### config.mk
export PLATFORM = sky130hd
export DESIGN_NAME = sha256_message_hasher
export DESIGN_NICKNAME = d
export VERILOG_FILES = /design/src/rtl/sha256_pkg.sv /design/src/rtl/sha256_message_hasher.sv /design/src/rtl/sha256_datapath.sv /design/src/rtl/sha256_control.sv
export SDC_FILE = /design/constraint.sdc
export NUM_CORES = 2
export LEC_CHECK = 0
export BUFFER_PORTS_ARGS = -buffer_cell sky130_fd_sc_hd__buf_2
export CAP_MARGIN = 15
export CORE_AREA = 2 2 277 484
export CTS_CLUSTER_DIAMETER = 100
export DETAILED_ROUTE_END_ITERATION = 7
export DIE_AREA = 0 0 279 486
export PLACE_DENSITY = 0.82
export SLEW_MARGIN = 30
export SYNTH_ARGS = -nofsm -noshare
export SYNTH_HDL_FRONTEND = slang
export SYNTH_SLANG_ARGS = --single-unit
### constraint.sdc
create_clock -name clock -period 14.7 [get_ports clock]
set_input_delay 0.735 -clock clock [delete_from_list [all_inputs] [get_ports clock]]
set_output_delay 0.735 -clock clock [all_outputs]
set_load 0.01 [all_outputs]
### src/rtl/sha256_pkg.sv
`default_nettype none
// ---------------------------------------------------------------------------
// SHA-256 package
// Shared constants, round table, initial hash words and command struct.
// ---------------------------------------------------------------------------
package sha256_pkg;

   localparam int unsigned BlockBytes = 64;
   localparam int unsigned LenOffset  = 56;
   localparam logic [7:0]  PadByte    = 8'h80;

   typedef struct packed {
      logic       write_byte;   // store byte_value at byte_addr
      logic [7:0] byte_value;
      logic [5:0] byte_addr;
      logic       load_block;   // load working vars from hash
      logic       do_round;     // run one round
      logic [5:0] round_idx;
      logic       fold_hash;    // add working vars into hash
      logic       init_hash;    // return hash to initial values
   } dp_cmd_type;

   function automatic logic [31:0] round_const(input logic [5:0] idx);
      logic [31:0] k [0:63];
      k = '{
         32'h428a2f98, 32'h71374491, 32'hb5c0fbcf, 32'he9b5dba5, 32'h3956c25b,
         32'h59f111f1, 32'h923f82a4, 32'hab1c5ed5, 32'hd807aa98, 32'h12835b01,
         32'h243185be, 32'h550c7dc3, 32'h72be5d74, 32'h80deb1fe, 32'h9bdc06a7,
         32'hc19bf174, 32'he49b69c1, 32'hefbe4786, 32'h0fc19dc6, 32'h240ca1cc,
         32'h2de92c6f, 32'h4a7484aa, 32'h5cb0a9dc, 32'h76f988da, 32'h983e5152,
         32'ha831c66d, 32'hb00327c8, 32'hbf597fc7, 32'hc6e00bf3, 32'hd5a79147,
         32'h06ca6351, 32'h14292967, 32'h27b70a85, 32'h2e1b2138, 32'h4d2c6dfc,
         32'h53380d13, 32'h650a7354, 32'h766a0abb, 32'h81c2c92e, 32'h92722c85,
         32'ha2bfe8a1, 32'ha81a664b, 32'hc24b8b70, 32'hc76c51a3, 32'hd192e819,
         32'hd6990624, 32'hf40e3585, 32'h106aa070, 32'h19a4c116, 32'h1e376c08,
         32'h2748774c, 32'h34b0bcb5, 32'h391c0cb3, 32'h4ed8aa4a, 32'h5b9cca4f,
         32'h682e6ff3, 32'h748f82ee, 32'h78a5636f, 32'h84c87814, 32'h8cc70208,
         32'h90befffa, 32'ha4506ceb, 32'hbef9a3f7, 32'hc67178f2};
      return k[idx];
   endfunction

   function automatic logic [31:0] init_hash_word(input logic [2:0] idx);
      logic [31:0] h [0:7];
      h = '{32'h6a09e667, 32'hbb67ae85, 32'h3c6ef372, 32'ha54ff53a,
            32'h510e527f, 32'h9b05688c, 32'h1f83d9ab, 32'h5be0cd19};
      return h[idx];
   endfunction

endpackage
`default_nettype wire

### src/rtl/sha256_message_hasher.sv
`default_nettype none
// ---------------------------------------------------------------------------
// SHA-256 message hasher
// Byte-stream SHA-256 with padding and eight-word digest output.
// ---------------------------------------------------------------------------
// Usage: send message bytes on the req_ channel with req_kind low; send an
// item with req_kind high to finish. Each item is taken when req_valid is
// high and req_stall is low. Bytes are taken one per cycle, except that
// the 64th byte of a block starts a compression (load, 64 rounds at one
// round per cycle, fold) during which req_stall is high. A finish item
// writes the pad bytes one per cycle, compresses one or two blocks, then
// shows the eight digest words on rsp_ in order, word 0 first, rsp_last on
// word 7. A stall on rsp_ holds the current word; nothing is taken on req_
// until the digest is done and the hash has returned to its initial
// values. Reset (synchronous, active high) starts an empty message with the
// standard initial hash.
// ---------------------------------------------------------------------------
module sha256_message_hasher (
   input  wire logic        clock,
   input  wire logic        reset,
   input  wire logic        req_valid,
   output logic             req_stall,
   input  wire logic        req_kind,
   input  wire logic [7:0]  req_data_byte,
   output logic             rsp_valid,
   input  wire logic        rsp_stall,
   output logic [31:0]      rsp_digest_word,
   output logic [2:0]       rsp_word_index,
   output logic             rsp_last
);

   sha256_pkg::dp_cmd_type cmd;
   logic [2:0] hash_sel;

   sha256_control u_ctrl (
      .clock, .reset, .req_valid, .req_stall, .req_kind, .req_data_byte,
      .rsp_valid, .rsp_stall, .rsp_word_index, .rsp_last, .cmd, .hash_sel
   );

   sha256_datapath u_dp (
      .clock, .reset, .cmd, .hash_sel, .hash_word(rsp_digest_word)
   );

endmodule
`default_nettype wire

### src/rtl/sha256_datapath.sv
`default_nettype none
// ---------------------------------------------------------------------------
// SHA-256 datapath
// Block bytes gather straight into the 16-word schedule window; one round
// per cycle.
// ---------------------------------------------------------------------------
module sha256_datapath (
   input  wire logic                 clock,
   input  wire logic                 reset,
   input  wire sha256_pkg::dp_cmd_type cmd,
   input  wire logic [2:0]           hash_sel,
   output logic [31:0]               hash_word
);

   logic [31:0] w_ff [0:15];
   logic [31:0] v_ff [0:7];
   logic [31:0] h_ff [0:7];
   logic [31:0] w_cur, w15, w2, sm0, sm1, big0, big1, ch, maj, t1, t2;
   logic [3:0]  t4;

   // round logic
   always_comb begin
      t4   = cmd.round_idx[3:0];
      w15  = w_ff[4'(t4 + 4'd1)];
      w2   = w_ff[4'(t4 + 4'd14)];
      sm0  = {w15[6:0], w15[31:7]} ^ {w15[17:0], w15[31:18]} ^ (w15 >> 3);
      sm1  = {w2[16:0], w2[31:17]} ^ {w2[18:0], w2[31:19]} ^ (w2 >> 10);
      if (cmd.round_idx < 6'd16) begin
         w_cur = w_ff[t4];
      end else begin
         w_cur = w_ff[t4] + sm0 + w_ff[4'(t4 + 4'd9)] + sm1;
      end
      big1 = {v_ff[4][5:0], v_ff[4][31:6]} ^ {v_ff[4][10:0], v_ff[4][31:11]}
           ^ {v_ff[4][24:0], v_ff[4][31:25]};
      ch   = (v_ff[4] & v_ff[5]) ^ (~v_ff[4] & v_ff[6]);
      t1   = v_ff[7] + big1 + ch + sha256_pkg::round_const(cmd.round_idx) + w_cur;
      big0 = {v_ff[0][1:0], v_ff[0][31:2]} ^ {v_ff[0][12:0], v_ff[0][31:13]}
           ^ {v_ff[0][21:0], v_ff[0][31:22]};
      maj  = (v_ff[0] & v_ff[1]) ^ (v_ff[0] & v_ff[2]) ^ (v_ff[1] & v_ff[2]);
      t2   = big0 + maj;
   end

   // schedule and working vars; a byte lands big-endian in its word
   always_ff @(posedge clock) begin
      if (cmd.write_byte) begin
         w_ff[cmd.byte_addr[5:2]][{~cmd.byte_addr[1:0], 3'b000} +: 8] <= cmd.byte_value;
      end else if (cmd.load_block) begin
         for (int i = 0; i < 8; i++) begin
            v_ff[i] <= h_ff[i];
         end
      end else if (cmd.do_round) begin
         w_ff[t4] <= w_cur;
         v_ff[7] <= v_ff[6];
         v_ff[6] <= v_ff[5];
         v_ff[5] <= v_ff[4];
         v_ff[4] <= v_ff[3] + t1;
         v_ff[3] <= v_ff[2];
         v_ff[2] <= v_ff[1];
         v_ff[1] <= v_ff[0];
         v_ff[0] <= t1 + t2;
      end
   end

   // hash state
   always_ff @(posedge clock) begin
      if (reset || cmd.init_hash) begin
         for (int i = 0; i < 8; i++) begin
            h_ff[i] <= sha256_pkg::init_hash_word(3'(i));
         end
      end else if (cmd.fold_hash) begin
         for (int i = 0; i < 8; i++) begin
            h_ff[i] <= h_ff[i] + v_ff[i];
         end
      end
   end

   assign hash_word = h_ff[hash_sel];

endmodule
`default_nettype wire

### src/rtl/sha256_control.sv
`default_nettype none
// ---------------------------------------------------------------------------
// SHA-256 controller
// Sequences byte intake, padding, rounds and digest output.
// ---------------------------------------------------------------------------
module sha256_control (
   input  wire logic       clock,
   input  wire logic       reset,
   input  wire logic       req_valid,
   output logic            req_stall,
   input  wire logic       req_kind,
   input  wire logic [7:0] req_data_byte,
   output logic            rsp_valid,
   input  wire logic       rsp_stall,
   output logic [2:0]      rsp_word_index,
   output logic            rsp_last,
   output sha256_pkg::dp_cmd_type cmd,
   output logic [2:0]      hash_sel
);

   typedef enum logic [6:0] {
      ST_IDLE  = 7'b0000001,
      ST_LOAD  = 7'b0000010,
      ST_ROUND = 7'b0000100,
      ST_FOLD  = 7'b0001000,
      ST_PAD   = 7'b0010000,
      ST_OUT   = 7'b0100000,
      ST_CLR   = 7'b1000000
   } state_type;

   state_type   state_ff, state_in;
   logic [5:0]  fill_ff, fill_in;
   logic [63:0] bits_ff, bits_in;
   logic [5:0]  round_ff, round_in;
   logic [6:0]  pad_ff, pad_in;    // next pad address, 64 = done
   logic        final_ff, final_in; // current compression is the last one
   logic [2:0]  widx_ff, widx_in;
   logic        pad_len;

   assign req_stall = (state_ff != ST_IDLE);
   assign rsp_valid = (state_ff == ST_OUT);
   assign rsp_word_index = widx_ff;
   assign rsp_last = (widx_ff == 3'd7);
   assign hash_sel = widx_ff;

   // pad byte for current address; length bytes only in the last block
   always_comb begin
      pad_len = (pad_ff[5:0] >= 6'(sha256_pkg::LenOffset)) && final_in;
   end

   // next state and commands
   always_comb begin
      state_in = state_ff;
      fill_in  = fill_ff;
      bits_in  = bits_ff;
      round_in = round_ff;
      pad_in   = pad_ff;
      final_in = final_ff;
      widx_in  = widx_ff;
      cmd      = '0;
      cmd.round_idx = round_ff;
      unique case (state_ff)
         ST_IDLE: begin
            if (req_valid) begin
               cmd.write_byte = 1'b1;
               cmd.byte_addr  = fill_ff;
               if (!req_kind) begin
                  cmd.byte_value = req_data_byte;
                  fill_in = fill_ff + 6'd1;
                  bits_in = bits_ff + 64'd8;
                  if (fill_ff == 6'd63) begin
                     final_in = 1'b0;
                     state_in = ST_LOAD;
                  end
               end else begin
                  cmd.byte_value = sha256_pkg::PadByte;
                  pad_in   = 7'(fill_ff) + 7'd1;
                  final_in = (fill_ff < 6'd56);
                  state_in = ST_PAD;
               end
            end
         end
         ST_PAD: begin
            if (pad_ff[6]) begin
               state_in = ST_LOAD;
            end else begin
               cmd.write_byte = 1'b1;
               cmd.byte_addr  = pad_ff[5:0];
               cmd.byte_value = pad_len
                  ? bits_ff[8*(7-(pad_ff[2:0])) +: 8] : 8'd0;
               pad_in = pad_ff + 7'd1;
            end
         end
         ST_LOAD: begin
            cmd.load_block = 1'b1;
            round_in = '0;
            state_in = ST_ROUND;
         end
         ST_ROUND: begin
            cmd.do_round = 1'b1;
            round_in = round_ff + 6'd1;
            if (round_ff == 6'd63) begin
               state_in = ST_FOLD;
            end
         end
         ST_FOLD: begin
            cmd.fold_hash = 1'b1;
            if (!final_ff) begin
               if (fill_ff == 6'd0 && pad_ff[6] == 1'b0) begin
                  state_in = ST_IDLE;
               end else begin
                  // second padding block
                  final_in = 1'b1;
                  pad_in   = 7'd0;
                  state_in = ST_PAD;
               end
            end else begin
               widx_in  = 3'd0;
               state_in = ST_OUT;
            end
         end
         ST_OUT: begin
            if (!rsp_stall) begin
               widx_in = widx_ff + 3'd1;
               if (widx_ff == 3'd7) begin
                  state_in = ST_CLR;
               end
            end
         end
         ST_CLR: begin
            cmd.init_hash = 1'b1;
            fill_in  = '0;
            bits_in  = '0;
            pad_in   = '0;
            final_in = 1'b0;
            state_in = ST_IDLE;
         end
         default: state_in = ST_IDLE;
      endcase
   end

   // hold state
   always_ff @(posedge clock) begin
      if (reset) begin
         state_ff <= ST_IDLE;
         fill_ff  <= '0;
         bits_ff  <= '0;
         round_ff <= '0;
         pad_ff   <= '0;
         final_ff <= 1'b0;
         widx_ff  <= '0;
      end else begin
         state_ff <= state_in;
         fill_ff  <= fill_in;
         bits_ff  <= bits_in;
         round_ff <= round_in;
         pad_ff   <= pad_in;
         final_ff <= final_in;
         widx_ff  <= widx_in;
      end
   end

   a_one_hot: assert property (@(posedge clock) disable iff (reset)
      $onehot(state_ff)) else $error("state not one-hot");
   a_no_accept_busy: assert property (@(posedge clock) disable iff (reset)
      (state_ff == ST_ROUND) |-> req_stall) else $error("accept during rounds");
   a_out_after_fold: assert property (@(posedge clock) disable iff (reset)
      $rose(rsp_valid) |-> ($past(state_ff) == ST_FOLD && widx_ff == 3'd0))
      else $error("digest without fold");
   a_clear_after_last: assert property (@(posedge clock) disable iff (reset)
      (rsp_valid && rsp_last && !rsp_stall) |=> (state_ff == ST_CLR))
      else $error("no clear after digest");

endmodule
`default_nettype wire
==> summary.md <==
| Metric | Value |
|---|---|
| Via density | 7.14 |
| Failing checks | design-rule violations |
| CTS tree | yes |
| R2R setup slack | 1180 ps |
| Min-Delay Path Class | input pin to flop |
| Clock transition at path regs | 70 ps |
| Largest net degree at the start of global routing | 141 |
| WP depth | 45 |
| P_leak | 31.8 nW |
| Routability Congestion | 1.06 |
| Async SR Flop Fraction | 0% |
| Status | finished, violations left |
| Core Area | 0.131 sq mm |
| Final hold vios | 0 |
| Syn nets | 7924 |
| Mapped Cells | 7307 |
| CP max FO | 69 |
| CP max-delay cell | xnor2_1 |
| FMAX | 74.0 MHz |
| First-pass GRT wire length | 443000 um |
| Setup ws final | 1180 ps |
| Synth unique cells | 94 |
| Drt initial violations | 7743 |
| CP Buf/Inv Count | 6 |
| Skew-Pair Late Insertion Delay | 780 ps |
| Post-synth EDFFs | 1024 |
| FF-to-FF Start | u_ctrl.round_ff[0] |
| Ranking of synthesized cells by area | edfxtp_1 37%, mux4_2 16%, ha_1 6.2%, fa_1 4.7%, nand2_1 4.7% |
| DP HPWL | 226000 um |
| Most frequent CP cell | fa_1 |
| Site Rows | 176 |
| Crit path required time | 15180 ps |
| Worst clock skew | 32.7 ps |
| Top_reg_cell synth | edfxtp_1 |
| Wire per inst | 33.7 um |
| Setup TNS | 0 ps |
| Syn_area_per_cell | 11.3 sq um |
| Layout overhead on the synthesized area | 7.66% |
| Final period utilization | 91.9% |
| Crit path max-delay family | adder cells |
| Slew Limit Fails | 0 |
| GRT Residual Overflow | 0 |
| DRC viols | 1 |
| Antenna violations before repair | 5 |
| Hold path cells | 4 |
| Vias in the first global route | 66.3k |
| Tot GR Track Use | 45.5% |
| Post-CTS sizing | 0 |
| Die ar. | 0.136 sq mm |
| Peak supply drop | 0.120 mV |
| Clock Tree Buf Depth | 3 |
| NumNets Final | 7885 |
| Root Buffer | clkbuf_16 |
| Share of cells above drive strength 1 | 15.5% |
| Pre-antenna DRT Iters | 8 |
| Final ANT Viol Nets | 0 |
| CP Launch Type | flop |
| Headroom to the max-slew limit | 21.8% |
| Crit path launch | u_ctrl.round_ff[0] |
| Max Cap Violations | 0 |
| Worst r2r path cells | 45 |
| Synth top cells by count | 1029 x nand2_1, 1024 x edfxtp_1, 589 x mux4_2, 484 x nor2_1, 417 x inv_1 |
| Vias | 64.6k |
| Initial Util | 62.7% |
| Most frequent cell after synthesis | nand2_1 |
| Fillers | 9504 |
| Yosys top cell area share | 37.3% |
| Post-CTS setup buffer count | 0 |
| Critical path's largest stage delay | 770 ps |
| IO Count | 51 |
| Hold-fix buffers, CTS | 0 |
| H-tree depth | 3 |
| Unrepaired setup endpoints after global routing | false |
| Syn. warnings | 0 |
| Synthesis-stage register bit count | 1122 |
| Die height | 486 um |
| Measured slew at the worst slew-check pin | 1170 ps |
| Port Buffers | 50 |
| PwrDens | 123 mW/mm^2 |
| Clock sinks | 1122 |
| Mapped Area | 0.0824 sq mm |
| Pre-CTS WS | 1560 ps |
| Die width | 279 um |
| Setup crit end kind | flop |
| Min Clock Period, post-route | 13520 ps |
| Largest area contributor in the netlist | edfxtp_1 |
| Critical Path Sink | u_dp.v_ff[0][30] |
| Reg2reg end | u_dp.v_ff[0][30] |
| Total Power | 10.9 mW |
| Setup-failing EPs final | 0 |
| Sequential element share of the synthesized area | 39.7% |
| CTS Buf Count | 105 |
| Worst EP arrival | 13990 ps |
| Setup CP Type | flop to flop |
| Post-Route WL | 305000 um |
worst min-delay path: stages:
cell and delay [ps]:
buf_2 130, nand2_1 60, nand2_1 60, nand3_1 70
stage by stage:
step                area [sq um]  hold slack, ps  instances  util (%)
finish                     88700             314       9053      67.5
global route               88700             341       9050      67.5
CTS                        88500             303       9045      67.3
detailed placement         85100             505       8848      64.7
global placement           84900             492       8846      64.5
floorplan                  82400             464       7307         -
area by class of cell:
cell class	instances	area, sq um	area share (%)
inverter	424	1600	1.80
antenna	4	10.0	0.0113
timing repair buffer	246	1860	2.10
tap	1691	2120	2.39
sequential	1122	32700	36.9
multi-input combinational	5369	46900	52.9
clock buffer	127	2830	3.19
clock inverter	70	619	0.698
worst min-delay path by stage:
| stage | startpoint | endpoint | slack, ps |
|---|---|---|---|
| 2_1_floorplan | u_ctrl.bits_ff[27] | u_ctrl.bits_ff[27] | 460 |
| 3_3_place_gp | u_ctrl.bits_ff[57] | u_ctrl.bits_ff[57] | 490 |
| 3_5_place_dp | u_ctrl.bits_ff[63] | u_ctrl.bits_ff[63] | 500 |
| 4_1_cts | req_valid | u_ctrl.state_ff[0] | 300 |
| 5_1_grt | req_valid | u_ctrl.state_ff[0] | 340 |
| 6_report | req_valid | u_ctrl.state_ff[0] | 310 |
cell usage in the layout (no fill, tap or decap), types with 108 or more instances in the layout:
master	synthesis	routed
edfxtp_1	1024	1024
fa_1	195	195
ha_1	409	406
xor2_1	276	276
nand2_1	1029	1028
a21oi_1	354	349
a21o_1	204	204
buf_4	2	181
o21ai_1	208	207
nor2_1	484	458
inv_1	417	417
clkbuf_16	0	108
mux4_2	589	589
xnor2_1	331	326
o21ai_0	185	183
metal layers:
layer	share of wire [%]	track usage, %	wire (um)	up-vias
met1	29	44.5	87800	31600
met2	49	75.9	148000	4417
met5	0.0098	0	30	-
li1	-	-	-	26900
met4	14	48.9	41900	4
met3	8.9	10.3	27000	1648
kinds of logic (layout without fill, tap and decap cells):
group | Yosys count | in the layout | share of synthesized area (%)
flops | 1122 | 1122 | 39.7
fa+ha+maj | 609 | 609 | 11.0
buf+inv | 816 | 867 | 3.78
xor+xnor | 610 | 610 | 6.53
mux | 690 | 690 | 17.4
compound gates | 1416 | 1416 | 10.8
simple gates | 2044 | 2044 | 10.8
other cells | 0 | 4 | 0
state kept, by name (all words and copies together) (netlist names), named ones only:
name             cells
u_ctrl.pad_ff        7
u_ctrl.hash_sel      3
u_ctrl.final_ff      1
u_ctrl.round_ff      6
u_ctrl.state_ff      7
u_dp.h_ff          256
u_ctrl.fill_ff       6
u_ctrl.bits_ff      61
u_dp.v_ff          256
u_dp.w_ff          512
power by group:
group          switching, mW  total, mW  internal (mW)
Combinational           2.75       4.46           1.71
Sequential            0.0815       3.63           3.55
Clock                   1.35       2.85           1.49
Total                   4.18       10.9           6.76
Power figures use the tool's default switching activity.
